## src/hw/rtl/secw_pkg.sv

```systemverilog
// shared types and constants for the scanline edge crossing walker
// no dependencies
package secw_pkg;

  localparam int MAX_ROWS_DEF = 63;
  localparam int CNT_W = 6;
  localparam int DVD_W = 49;
  localparam int ACC_W = 48;

  localparam logic [31:0] SLOPE_60 = 32'h0001_4DA0;
  localparam logic [31:0] SLOPE_90 = 32'h0007_9883;
  localparam logic [31:0] SLOPE_75 = 32'h0002_6A0A;
  localparam logic [31:0] SLOPE_45 = 32'h0000_21B4;

  typedef enum logic [1:0] {
    DIR_UNKNOWN = 2'd0,
    DIR_POS     = 2'd1,
    DIR_NEG     = 2'd2,
    DIR_NONE    = 2'd3
  } dir_t;

  typedef enum logic [2:0] {
    LINK_ABOVE = 3'd0,
    LINK_BELOW = 3'd1,
    LINK_LEFT  = 3'd2,
    LINK_RIGHT = 3'd3,
    LINK_NONE  = 3'd4
  } link_t;

  typedef enum logic [1:0] {
    XL_NONE = 2'd0,
    XL_MIN  = 2'd1,
    XL_MAX  = 2'd2
  } xlist_t;

  localparam logic [2:0] SC_FLAT = 3'd0;
  localparam logic [2:0] SC_45   = 3'd1;
  localparam logic [2:0] SC_60   = 3'd2;
  localparam logic [2:0] SC_75   = 3'd3;
  localparam logic [2:0] SC_VERT = 3'd4;

  localparam logic KIND_CROSS = 1'b0;
  localparam logic KIND_EXTRA = 1'b1;

  localparam logic CFG_ALL_POINTS = 1'b0;
  localparam logic CFG_OFFSET     = 1'b1;

  typedef struct packed {
    logic capture;
    logic analyze;
    logic div_step;
    logic mul;
    logic round;
    logic load;
    logic emit_extra;
    logic emit_cross;
  } secw_cmd_t;

  typedef struct packed {
    logic begin_path;
    logic extra;
    logic has_cross;
    logic div_done;
    logic cross_last;
  } secw_stat_t;

  typedef struct packed {
    logic        kind;
    logic [31:0] x;
    logic [31:0] y;
    logic [2:0]  slope;
    logic [2:0]  link;
    logic [1:0]  xl;
    logic        ovf;
    logic        last;
  } secw_rec_t;

endpackage

```

## src/hw/rtl/scanline_edge_crossing_walker_core.sv

```systemverilog
// top level of the scanline edge crossing walker
// depends on secw_pkg, secw_ctrl, secw_dp
//
// input channel: in_valid/in_ready with action, point_x, point_y (16.16)
// output channel: out_valid/out_ready with one record per transfer
// config channel: cfg_valid/cfg_ready, cfg_index 0 all_points, 1 offset_center
// one item is in flight at a time; in_ready is high only while idle
// a path begin is captured and analysed and gives no record
// an added point is captured and analysed, may give an extra-point record,
// then runs the bit-serial slope divider, then the multiply, round and start
// x load steps, then gives one record per midline crossing (at most MAX_ROWS)
// the last record of an item carries last=1
// records sit in an output register; a stalled receiver holds the walker
// in its emit step until the register drains
// reset clears path state, directions and both config registers
module scanline_edge_crossing_walker_core import secw_pkg::*; #(
  parameter int MAX_ROWS = MAX_ROWS_DEF
) (
  input  logic               clk,
  input  logic               rst,
  input  logic               in_valid,
  output logic               in_ready,
  input  logic               action,
  input  logic signed [31:0] point_x,
  input  logic signed [31:0] point_y,
  output logic               out_valid,
  input  logic               out_ready,
  output logic               kind,
  output logic signed [31:0] cross_x,
  output logic signed [31:0] cross_y,
  output logic [2:0]         slope_class,
  output logic [2:0]         link,
  output logic [1:0]         x_list,
  output logic               overflow,
  output logic               last,
  input  logic               cfg_valid,
  output logic               cfg_ready,
  input  logic               cfg_index,
  input  logic               cfg_data
);

  logic       all_points, offset_center;
  logic       slot_free;
  secw_cmd_t  cmd;
  secw_stat_t stat;
  secw_rec_t  rec;

  assign cfg_ready = 1'b1;
  assign slot_free = !out_valid || out_ready;

  always_ff @(posedge clk) begin
    if (rst) begin
      all_points <= 1'b0;
      offset_center <= 1'b0;
    end else if (cfg_valid) begin
      case (cfg_index)
        CFG_ALL_POINTS: all_points <= cfg_data;
        CFG_OFFSET:     offset_center <= cfg_data;
        default: ;
      endcase
    end
  end

  secw_ctrl u_ctrl (
    .clk       (clk),
    .rst       (rst),
    .in_valid  (in_valid),
    .in_ready  (in_ready),
    .slot_free (slot_free),
    .stat      (stat),
    .cmd       (cmd)
  );

  secw_dp #(.MAX_ROWS(MAX_ROWS)) u_dp (
    .clk           (clk),
    .rst           (rst),
    .cmd           (cmd),
    .stat          (stat),
    .all_points    (all_points),
    .offset_center (offset_center),
    .action        (action),
    .point_x       (point_x),
    .point_y       (point_y),
    .rec           (rec)
  );

  // output register
  always_ff @(posedge clk) begin
    if (rst) out_valid <= 1'b0;
    else if (cmd.emit_extra || cmd.emit_cross) out_valid <= 1'b1;
    else if (out_ready) out_valid <= 1'b0;
    if (cmd.emit_extra || cmd.emit_cross) begin
      kind <= rec.kind;
      cross_x <= rec.x;
      cross_y <= rec.y;
      slope_class <= rec.slope;
      link <= rec.link;
      x_list <= rec.xl;
      overflow <= rec.ovf;
      last <= rec.last;
    end
  end

  a_busy_after_accept: assert property (@(posedge clk) disable iff (rst)
    in_valid && in_ready |=> !in_ready)
    else $error("accepted a second item while busy");

  a_extra_fields: assert property (@(posedge clk) disable iff (rst)
    out_valid && kind == KIND_EXTRA |-> slope_class == SC_FLAT && link == LINK_NONE)
    else $error("extra-point record with crossing fields");

  a_cross_fields: assert property (@(posedge clk) disable iff (rst)
    out_valid && kind == KIND_CROSS |-> x_list == XL_NONE)
    else $error("crossing record with x list tag");

  a_no_emit_idle: assert property (@(posedge clk) disable iff (rst)
    in_ready |-> !(cmd.emit_extra || cmd.emit_cross))
    else $error("record emitted while idle");

endmodule

```

## src/hw/rtl/secw_ctrl.sv

```systemverilog
// controller state machine for the scanline edge crossing walker
// depends on secw_pkg
module secw_ctrl import secw_pkg::*; (
  input  logic       clk,
  input  logic       rst,
  input  logic       in_valid,
  output logic       in_ready,
  input  logic       slot_free,
  input  secw_stat_t stat,
  output secw_cmd_t  cmd
);

  typedef enum logic [7:0] {
    ST_IDLE  = 8'b00000001,
    ST_ANLZ  = 8'b00000010,
    ST_EXTRA = 8'b00000100,
    ST_DIV   = 8'b00001000,
    ST_MUL   = 8'b00010000,
    ST_ROUND = 8'b00100000,
    ST_LOAD  = 8'b01000000,
    ST_CROSS = 8'b10000000
  } state_t;

  state_t state, state_next;

  assign in_ready = (state == ST_IDLE);

  always_comb begin
    state_next = state;
    cmd = '0;
    case (state)
      ST_IDLE: begin
        cmd.capture = in_valid;
        if (in_valid) state_next = ST_ANLZ;
      end
      ST_ANLZ: begin
        cmd.analyze = 1'b1;
        if (stat.begin_path) state_next = ST_IDLE;
        else if (stat.extra) state_next = ST_EXTRA;
        else if (stat.has_cross) state_next = ST_DIV;
        else state_next = ST_IDLE;
      end
      ST_EXTRA: begin
        if (slot_free) begin
          cmd.emit_extra = 1'b1;
          state_next = stat.has_cross ? ST_DIV : ST_IDLE;
        end
      end
      ST_DIV: begin
        cmd.div_step = 1'b1;
        if (stat.div_done) state_next = ST_MUL;
      end
      ST_MUL: begin
        cmd.mul = 1'b1;
        state_next = ST_ROUND;
      end
      ST_ROUND: begin
        cmd.round = 1'b1;
        state_next = ST_LOAD;
      end
      ST_LOAD: begin
        cmd.load = 1'b1;
        state_next = ST_CROSS;
      end
      ST_CROSS: begin
        if (slot_free) begin
          cmd.emit_cross = 1'b1;
          if (stat.cross_last) state_next = ST_IDLE;
        end
      end
      default: state_next = ST_IDLE;
    endcase
  end

  always_ff @(posedge clk) begin
    if (rst) state <= ST_IDLE;
    else state <= state_next;
  end

endmodule

```

## src/hw/rtl/secw_dp.sv

```systemverilog
// datapath: path state, serial divider, slope multiply, crossing stepper
// depends on secw_pkg
module secw_dp import secw_pkg::*; #(
  parameter int MAX_ROWS = MAX_ROWS_DEF
) (
  input  logic               clk,
  input  logic               rst,
  input  secw_cmd_t          cmd,
  output secw_stat_t         stat,
  input  logic               all_points,
  input  logic               offset_center,
  input  logic               action,
  input  logic signed [31:0] point_x,
  input  logic signed [31:0] point_y,
  output secw_rec_t          rec
);

  localparam logic [CNT_W-1:0] MAXR = CNT_W'(MAX_ROWS);
  localparam logic [5:0] DIV_LAST = 6'(DVD_W - 1);

  logic               act_r;
  logic signed [31:0] ex, ey;
  logic signed [31:0] prev_x, prev_y, seg_x, seg_y;
  dir_t               horiz_dir, vert_dir;
  logic signed [31:0] last_cross_x, last_cross_y;
  logic               have_last_cross;

  logic               extra_r, has_cross, up_r, ovf_r, neg_r, first;
  logic [1:0]         xl_r;
  logic signed [31:0] ym;
  logic [CNT_W-1:0]   cnt;
  logic [32:0]        ud;
  logic [32:0]        rem;
  logic [DVD_W-1:0]   dvd;
  logic [5:0]         dcnt;
  logic [16:0]        mdist;
  logic signed [31:0] xd;
  logic [DVD_W-1:0]   prod;
  logic signed [ACC_W-1:0] cx;
  logic [2:0]         sc;

  // analysis of the new segment
  logic signed [31:0] ny;
  dir_t               hd_next, vd_next;
  logic               hchg, vchg, up, hit, ovf;
  logic [1:0]         xl;
  logic signed [33:0] base, ym0, dym;
  logic signed [34:0] diff;
  logic [18:0]        rows;
  logic signed [32:0] dx, dy;
  logic [32:0]        un, udn;

  assign ny = (point_y[15:0] == 16'h8000) ? point_y + 32'sd1 : point_y;

  always_comb begin
    hd_next = horiz_dir;
    hchg = 1'b0;
    xl = XL_NONE;
    if (seg_sx_lt()) begin
      if (horiz_dir != DIR_POS) begin hchg = 1'b1; xl = XL_MIN; hd_next = DIR_POS; end
    end else if (prev_x == ex) begin
      if (horiz_dir != DIR_NONE) begin
        hchg = 1'b1;
        xl = (horiz_dir == DIR_NEG) ? XL_MIN : XL_MAX;
        hd_next = DIR_NONE;
      end
    end else if (horiz_dir != DIR_NEG) begin
      hchg = 1'b1; xl = XL_MAX; hd_next = DIR_NEG;
    end
    if (prev_y < ey) vd_next = DIR_POS;
    else if (prev_y == ey) vd_next = DIR_NONE;
    else vd_next = DIR_NEG;
    vchg = (vd_next != vert_dir);
    up = prev_y < ey;
    base = up ? (34'(prev_y) + 34'sh8000) : (34'(prev_y) - 34'sh8000);
    ym0 = {base[33:16], 16'h8000};
    diff = up ? (35'(ey) - 35'(ym0)) : (35'(ym0) - 35'(ey));
    hit = !diff[34] && (prev_y != ey);
    rows = diff[34:16];
    ovf = hit && (rows >= 19'(MAX_ROWS));
    dx = 33'(ex) - 33'(prev_x);
    dy = 33'(ey) - 33'(prev_y);
    un = dx[32] ? 33'(-dx) : 33'(dx);
    udn = dy[32] ? 33'(-dy) : 33'(dy);
    dym = ym0 - 34'(prev_y);
  end

  function automatic logic seg_sx_lt();
    return prev_x < ex;
  endfunction

  // divider step
  logic [33:0] rem_sh;
  logic        ge;
  assign rem_sh = {rem, dvd[DVD_W-1]};
  assign ge = rem_sh >= {1'b0, ud};

  // saturated quotient
  logic signed [31:0] xd_q;
  always_comb begin
    if (!neg_r) xd_q = (dvd > DVD_W'(32'h7FFF_FFFF)) ? 32'sh7FFF_FFFF : dvd[31:0];
    else xd_q = (dvd > DVD_W'(32'h8000_0000)) ? 32'sh8000_0000 : -dvd[31:0];
  end

  logic [31:0] axd;
  assign axd = xd[31] ? 32'(-xd) : 32'(xd);

  logic [33:0] rnd;
  logic        mneg;
  assign rnd = 34'((prod + DVD_W'(16'h8000)) >> 16);
  assign mneg = xd[31] ^ !up_r;

  // crossing output
  logic signed [31:0] ox;
  logic [2:0]         lk;
  always_comb begin
    if (cx > ACC_W'(32'sh7FFF_FFFF)) ox = 32'sh7FFF_FFFF;
    else if (cx < -ACC_W'(33'sh8000_0000)) ox = 32'sh8000_0000;
    else ox = cx[31:0];
    if (!first) lk = up_r ? LINK_ABOVE : LINK_BELOW;
    else if (!have_last_cross) lk = LINK_NONE;
    else if (ym > last_cross_y) lk = LINK_ABOVE;
    else if (ym < last_cross_y) lk = LINK_BELOW;
    else lk = (ox < last_cross_x) ? LINK_LEFT : LINK_RIGHT;
  end

  always_comb begin
    rec.ovf = ovf_r;
    if (cmd.emit_extra) begin
      rec.kind = KIND_EXTRA;
      rec.x = seg_x;
      rec.y = seg_y;
      rec.slope = SC_FLAT;
      rec.link = LINK_NONE;
      rec.xl = xl_r;
      rec.last = !has_cross;
    end else begin
      rec.kind = KIND_CROSS;
      rec.x = ox;
      rec.y = ym;
      rec.slope = sc;
      rec.link = lk;
      rec.xl = XL_NONE;
      rec.last = (cnt == CNT_W'(1));
    end
  end

  assign stat.begin_path = !act_r;
  assign stat.extra = all_points || hchg || vchg;
  assign stat.has_cross = cmd.analyze ? hit : has_cross;
  assign stat.div_done = (dcnt == DIV_LAST);
  assign stat.cross_last = (cnt == CNT_W'(1));

  always_ff @(posedge clk) begin
    if (rst) begin
      prev_x <= '0;
      prev_y <= '0;
      horiz_dir <= DIR_UNKNOWN;
      vert_dir <= DIR_UNKNOWN;
      last_cross_x <= '0;
      last_cross_y <= '0;
      have_last_cross <= 1'b0;
      has_cross <= 1'b0;
    end else begin
      if (cmd.capture) begin
        act_r <= action;
        ex <= point_x;
        ey <= ny;
      end
      if (cmd.analyze) begin
        prev_x <= ex;
        prev_y <= ey;
        seg_x <= prev_x;
        seg_y <= prev_y;
        if (!act_r) begin
          horiz_dir <= DIR_UNKNOWN;
          vert_dir <= DIR_UNKNOWN;
          have_last_cross <= 1'b0;
          has_cross <= 1'b0;
        end else begin
          horiz_dir <= hd_next;
          vert_dir <= vd_next;
          has_cross <= hit;
        end
        xl_r <= xl;
        up_r <= up;
        ym <= ym0[31:0];
        ovf_r <= ovf;
        cnt <= ovf ? MAXR : CNT_W'(rows) + CNT_W'(1);
        neg_r <= dx[32] ^ dy[32];
        ud <= udn;
        rem <= '0;
        dvd <= {un, 16'h0000};
        dcnt <= '0;
        mdist <= dym[33] ? 17'(-dym) : 17'(dym);
        first <= 1'b1;
      end
      if (cmd.div_step) begin
        rem <= ge ? 33'(rem_sh - {1'b0, ud}) : rem_sh[32:0];
        dvd <= {dvd[DVD_W-2:0], ge};
        dcnt <= dcnt + 6'd1;
      end
      if (cmd.mul) begin
        xd <= xd_q;
      end
      if (cmd.round) begin
        prod <= DVD_W'(axd) * DVD_W'(mdist);
      end
      if (cmd.load) begin
        cx <= ACC_W'(seg_x) + (mneg ? -ACC_W'(rnd) : ACC_W'(rnd));
      end
      if (cmd.emit_cross) begin
        last_cross_x <= ox;
        last_cross_y <= ym;
        have_last_cross <= 1'b1;
        first <= 1'b0;
        cnt <= cnt - CNT_W'(1);
        ym <= up_r ? ym + 32'sh0001_0000 : ym - 32'sh0001_0000;
        cx <= up_r ? cx + ACC_W'(xd) : cx - ACC_W'(xd);
      end
      if (cmd.mul) begin
        if (!offset_center) sc <= SC_FLAT;
        else sc <= slope_of(xd_q);
      end
    end
  end

  function automatic logic [2:0] slope_of(input logic signed [31:0] v);
    logic [31:0] t;
    t = v[31] ? 32'(-v) : 32'(v);
    if (t >= SLOPE_60) begin
      if (t >= SLOPE_90) return SC_VERT;
      if (t >= SLOPE_75) return SC_75;
      return SC_60;
    end
    return (t <= SLOPE_45) ? SC_FLAT : SC_45;
  endfunction

endmodule

```

## config.mk

```make
export PLATFORM = sky130hd
export DESIGN_NAME = scanline_edge_crossing_walker_core
export DESIGN_NICKNAME = d
export VERILOG_FILES = /design/src/hw/rtl/secw_pkg.sv /design/src/hw/rtl/scanline_edge_crossing_walker_core.sv /design/src/hw/rtl/secw_ctrl.sv /design/src/hw/rtl/secw_dp.sv
export SDC_FILE = /design/constraint.sdc
export NUM_CORES = 2
export LEC_CHECK = 0
export ABC_AREA = 1
export BUFFER_PORTS_ARGS = -buffer_cell sky130_fd_sc_hd__buf_2
export CORE_MARGIN = 8
export CORE_UTILIZATION = 40
export DETAILED_ROUTE_END_ITERATION = 8
export SYNTH_ARGS = -nofsm -noshare
export SYNTH_HDL_FRONTEND = slang
export SYNTH_HIERARCHICAL = 1
export SYNTH_SLANG_ARGS = --single-unit
export TNS_END_PERCENT = 100
```

## constraint.sdc

```tcl
create_clock -name clk -period 9.1 [get_ports clk]
set_input_delay 2.73 -clock clk [delete_from_list [all_inputs] [get_ports clk]]
set_output_delay 2.73 -clock clk [all_outputs]
set_load 0.005 [all_outputs]
```

==> results.md <==
* Clock group share of total power at 12.5%
* Routed Antenna Nets at 0
* Row count at 148
* GR Overflow Total at 0
* Final Cell Area at 0.07088 mm²
* Avg Cell Area, Syn at 7.516 µm²
* Net Sw Frac at 51.48%
* R2R depth at 37
* Combinational share of power at 70.5%
* Sequential power share at 17.0%
* Layout cells sized above 1 at 7.341%
* Switching power at 13150 µW
* Maximum VDD drop at 0.0005409 V
* Total Routed Length at 223.9 mm
* Number of global-route vias before repair at 56850
* Status: finished clean
* Synth async-reset ratio at 0%
* Measured slew at the worst slew-check pin at 1.186 ns
* Yosys cell types at 77
* Die Span X at 419.0 µm
* Min Tclk post-route at 8.487 ns
* Main synth FF type: edfxtp_1
* Maxcap violations at 0
* Port Buffers at 148
* Core area at 0.1620 mm²
* Fillcell total at 16600
* Reg2Reg Setup Slack at 0.61 ns
* Die height at 419.0 µm
* Synthesized cell area at 0.06495 mm²
* Layout area overhead at 9.117%
* Fmax at 0.1178 GHz
* Leakage at 0.03288 µW
* CTS tree: done
* Residual DRC at 0
* Slew Limit Headroom at 20.43%
* Multi-input gate area at 0.04091 mm²
* CP startpoint kind: flip-flop
* Crit path from: u_dp/xd[0]
* First drt pass iteration count at 5
* CTS Buffer Depth at 3
* YS warnings at 6
* Dpl hpwl at 184.3 mm
* CP Capture Type: flip-flop
* Reg2reg end: u_dp/prod[46]
* PnR worst setup slack at 0.6129 ns
* Hold-fix buffers, CTS at 0
* Io pins at 150
* Routability cong. at 0.9713
* Final hold slack at 0.4300 ns
* Register area share after synthesis at 26.47%
* Setup CP Type: flip-flop to flip-flop
* RR Startpoint: u_dp/xd[0]
* Via density at 5.291
* Critical path destination: u_dp/prod[46]
* Mapped Nets at 9626
* Register Area at 0.01720 mm²
* Post-synth EDFFs at 486
* Initial Util at 40.09%
* Final Max Slew Viols at 0
* Setup WS pre-CTS at 0.2530 ns
* CP arrival at 8.91 ns
* P_int at 12400 µW
* CP max stage delay at 0.58 ns
* Crit-path slowest cell: fa_1
* Final period util at 93.27%
* Clk sink count at 616
* Root Buffer: clkbuf_16
* Hold Path Class: flip-flop to flip-flop
* Setup TNS at 0 ns
* First-pass GRT wire length at 337.1 mm
* WP data required at 9.53 ns
* DR WL/cell at 20.44 µm
* RSZ-0062 raised after global routing: no
* Post-Place Cell Area at 0.06812 mm²
* Initial DRC Count at 5081
* Final Setup Violations at 0
* Die area at 0.1755 mm²
* Power Density at 360.5 mW/mm²
* Vias at 57950
* CTS buffer count at 77
* Largest net degree at the start of global routing at 92
* GR Util All Layers at 24.71%
* Clock Latency Late Sink at 0.71 ns
* H-tree Lvls at 3
* # nets final at 9695
* Mapped Cells at 8642
* Clock-pin slew on the worst setup and hold paths at 0.06 ns
* Hold Fails Final Rpt at 0
* Worst-path fanout max at 12
* Synth Register Bits at 616
* Initial antenna violation count at 4
* Crit-path most repeated cell: nand2_1
* Max Clock Skew at 0.04313 ns
[registers in the layout, indices dropped and copies added, names as in the netlist, 33 cells and up]
signal	cells
u_dp/rem	33
u_dp/cx	48
u_dp/dvd	49
u_dp/ud	33
u_dp/prod	34
[power groups by stage]
stage | clock (µW) | sequential [µW] | combinational [µW]
after floorplan | 0 | 4270 | 12500
after global placement | 0 | 4410 | 17800
after detailed placement | 0 | 4410 | 17800
after CTS | 3280 | 4350 | 17900
after global routing | 3380 | 4370 | 20100
final | 3190 | 4350 | 18000
[repair_timing]
| action | CTS | global route |
|---|---|---|
| gates resized for setup | 0 | 9 |
| endpoints found under the setup margin | 0 | 14 |
| setup buffers | 0 | 9 |
[per-stage QoR]
stage,std cells,util [%],power [µW]
4_1_cts,10940,43.67,25580
3_5_place_dp,10800,42.04,22240
5_1_grt,10950,43.74,27880
3_3_place_gp,10800,42.04,22230
6_report,10950,43.74,25550
2_1_floorplan,8642,-,16770
[Yosys cell counts, drive strengths merged (13+ instances only)]
cell    count  area, µm²
nor2      866       3501
nand4      98      631.9
xnor2     106      928.4
a31oi     104      650.6
ha        457       5718
edfxtp    486      14590
nand2    2017       7801
fa        455       9109
a21boi     22      176.4
a21oi     643       3244
o21ai     527       2653
o21a       27      202.7
nor3       76      415.4
a211oi     13      97.59
o211ai     24      180.2
o221ai     17      148.9
nand3     335       1844
inv      1523       5717
or2        21      131.4
xor2      240       2110
clkbuf    230      863.3
buf        49      350.3
nor4       46      294.0
a21o       21      157.7
dfxtp     130       2603
nand3b     19      155.2
[area by class of cell]
| type | count | area share [%] |
|---|---|---|
| multi-input combinational | 6219 | 57.72 |
| sequential | 616 | 24.26 |
| inverter | 1528 | 8.120 |
| tap | 2175 | 3.840 |
| clock buffer | 90 | 2.830 |
| timing repair buffer | 269 | 2.327 |
| clock inverter | 51 | 0.8880 |
| antenna | 4 | 0.01412 |
[logic make-up after synthesis]
kind of cell / share of synthesized area [%]
buffers and inverters: 10.70
adder cells (fa/ha/maj): 22.83
flip-flops: 26.47
AO/OA/AOI/OAI: 12.35
XOR/XNOR: 4.677
other: 0.005773
AND/OR/NAND/NOR: 22.96
[layout by cell type (no fill, tap or decap), drive strengths merged, types with 98 or more instances in the layout]
master     n
a21oi    643
a31oi    104
buf      269
dfxtp    130
edfxtp   486
fa       455
ha       457
inv     1528
nand2   2017
nand3    335
nand4     98
nor2     866
o21ai    527
xnor2    106
xor2     240
[per-layer routing]
metal | part of all wire [%] | up-vias | track usage, % | wire (µm)
met1 | 42 | 27800 | 31.69 | 94400
li1 | - | 27930 | - | -
met2 | 46 | 1806 | 41.27 | 103700
met4 | 5.6 | 0 | 11.54 | 12650
met3 | 5.9 | 415 | 3.416 | 13100
met5 | 0 | - | 0 | 0
[how the worst min path moves through the flow]
stage,from,endpoint,slack (ns),cells past startpoint
2_1_floorplan,u_dp/prev_x[10],u_dp/seg_x[10],0.41,0
3_3_place_gp,u_dp/prev_x[9],u_dp/seg_x[9],0.42,0
3_5_place_dp,u_dp/prev_x[26],u_dp/seg_x[26],0.42,0
4_1_cts,u_dp/prev_x[21],u_dp/seg_x[21],0.42,0
5_1_grt,u_dp/prev_x[21],u_dp/seg_x[21],0.44,0
6_report,u_dp/prev_x[26],u_dp/seg_x[26],0.43,0
[critical path, delay by kind of cell (launching register included)]
family,cells,cell delay (ns)
adders and majority gates,7,3.43
AOI/OAI and AO/OA,7,1.78
and+or+nand+nor,16,1.67
buffers and inverters,6,0.80
DFF,1,0.45
xor gates and xnor gates,1,0.09
No activity file was read; power rests on OpenSTA's default activity.
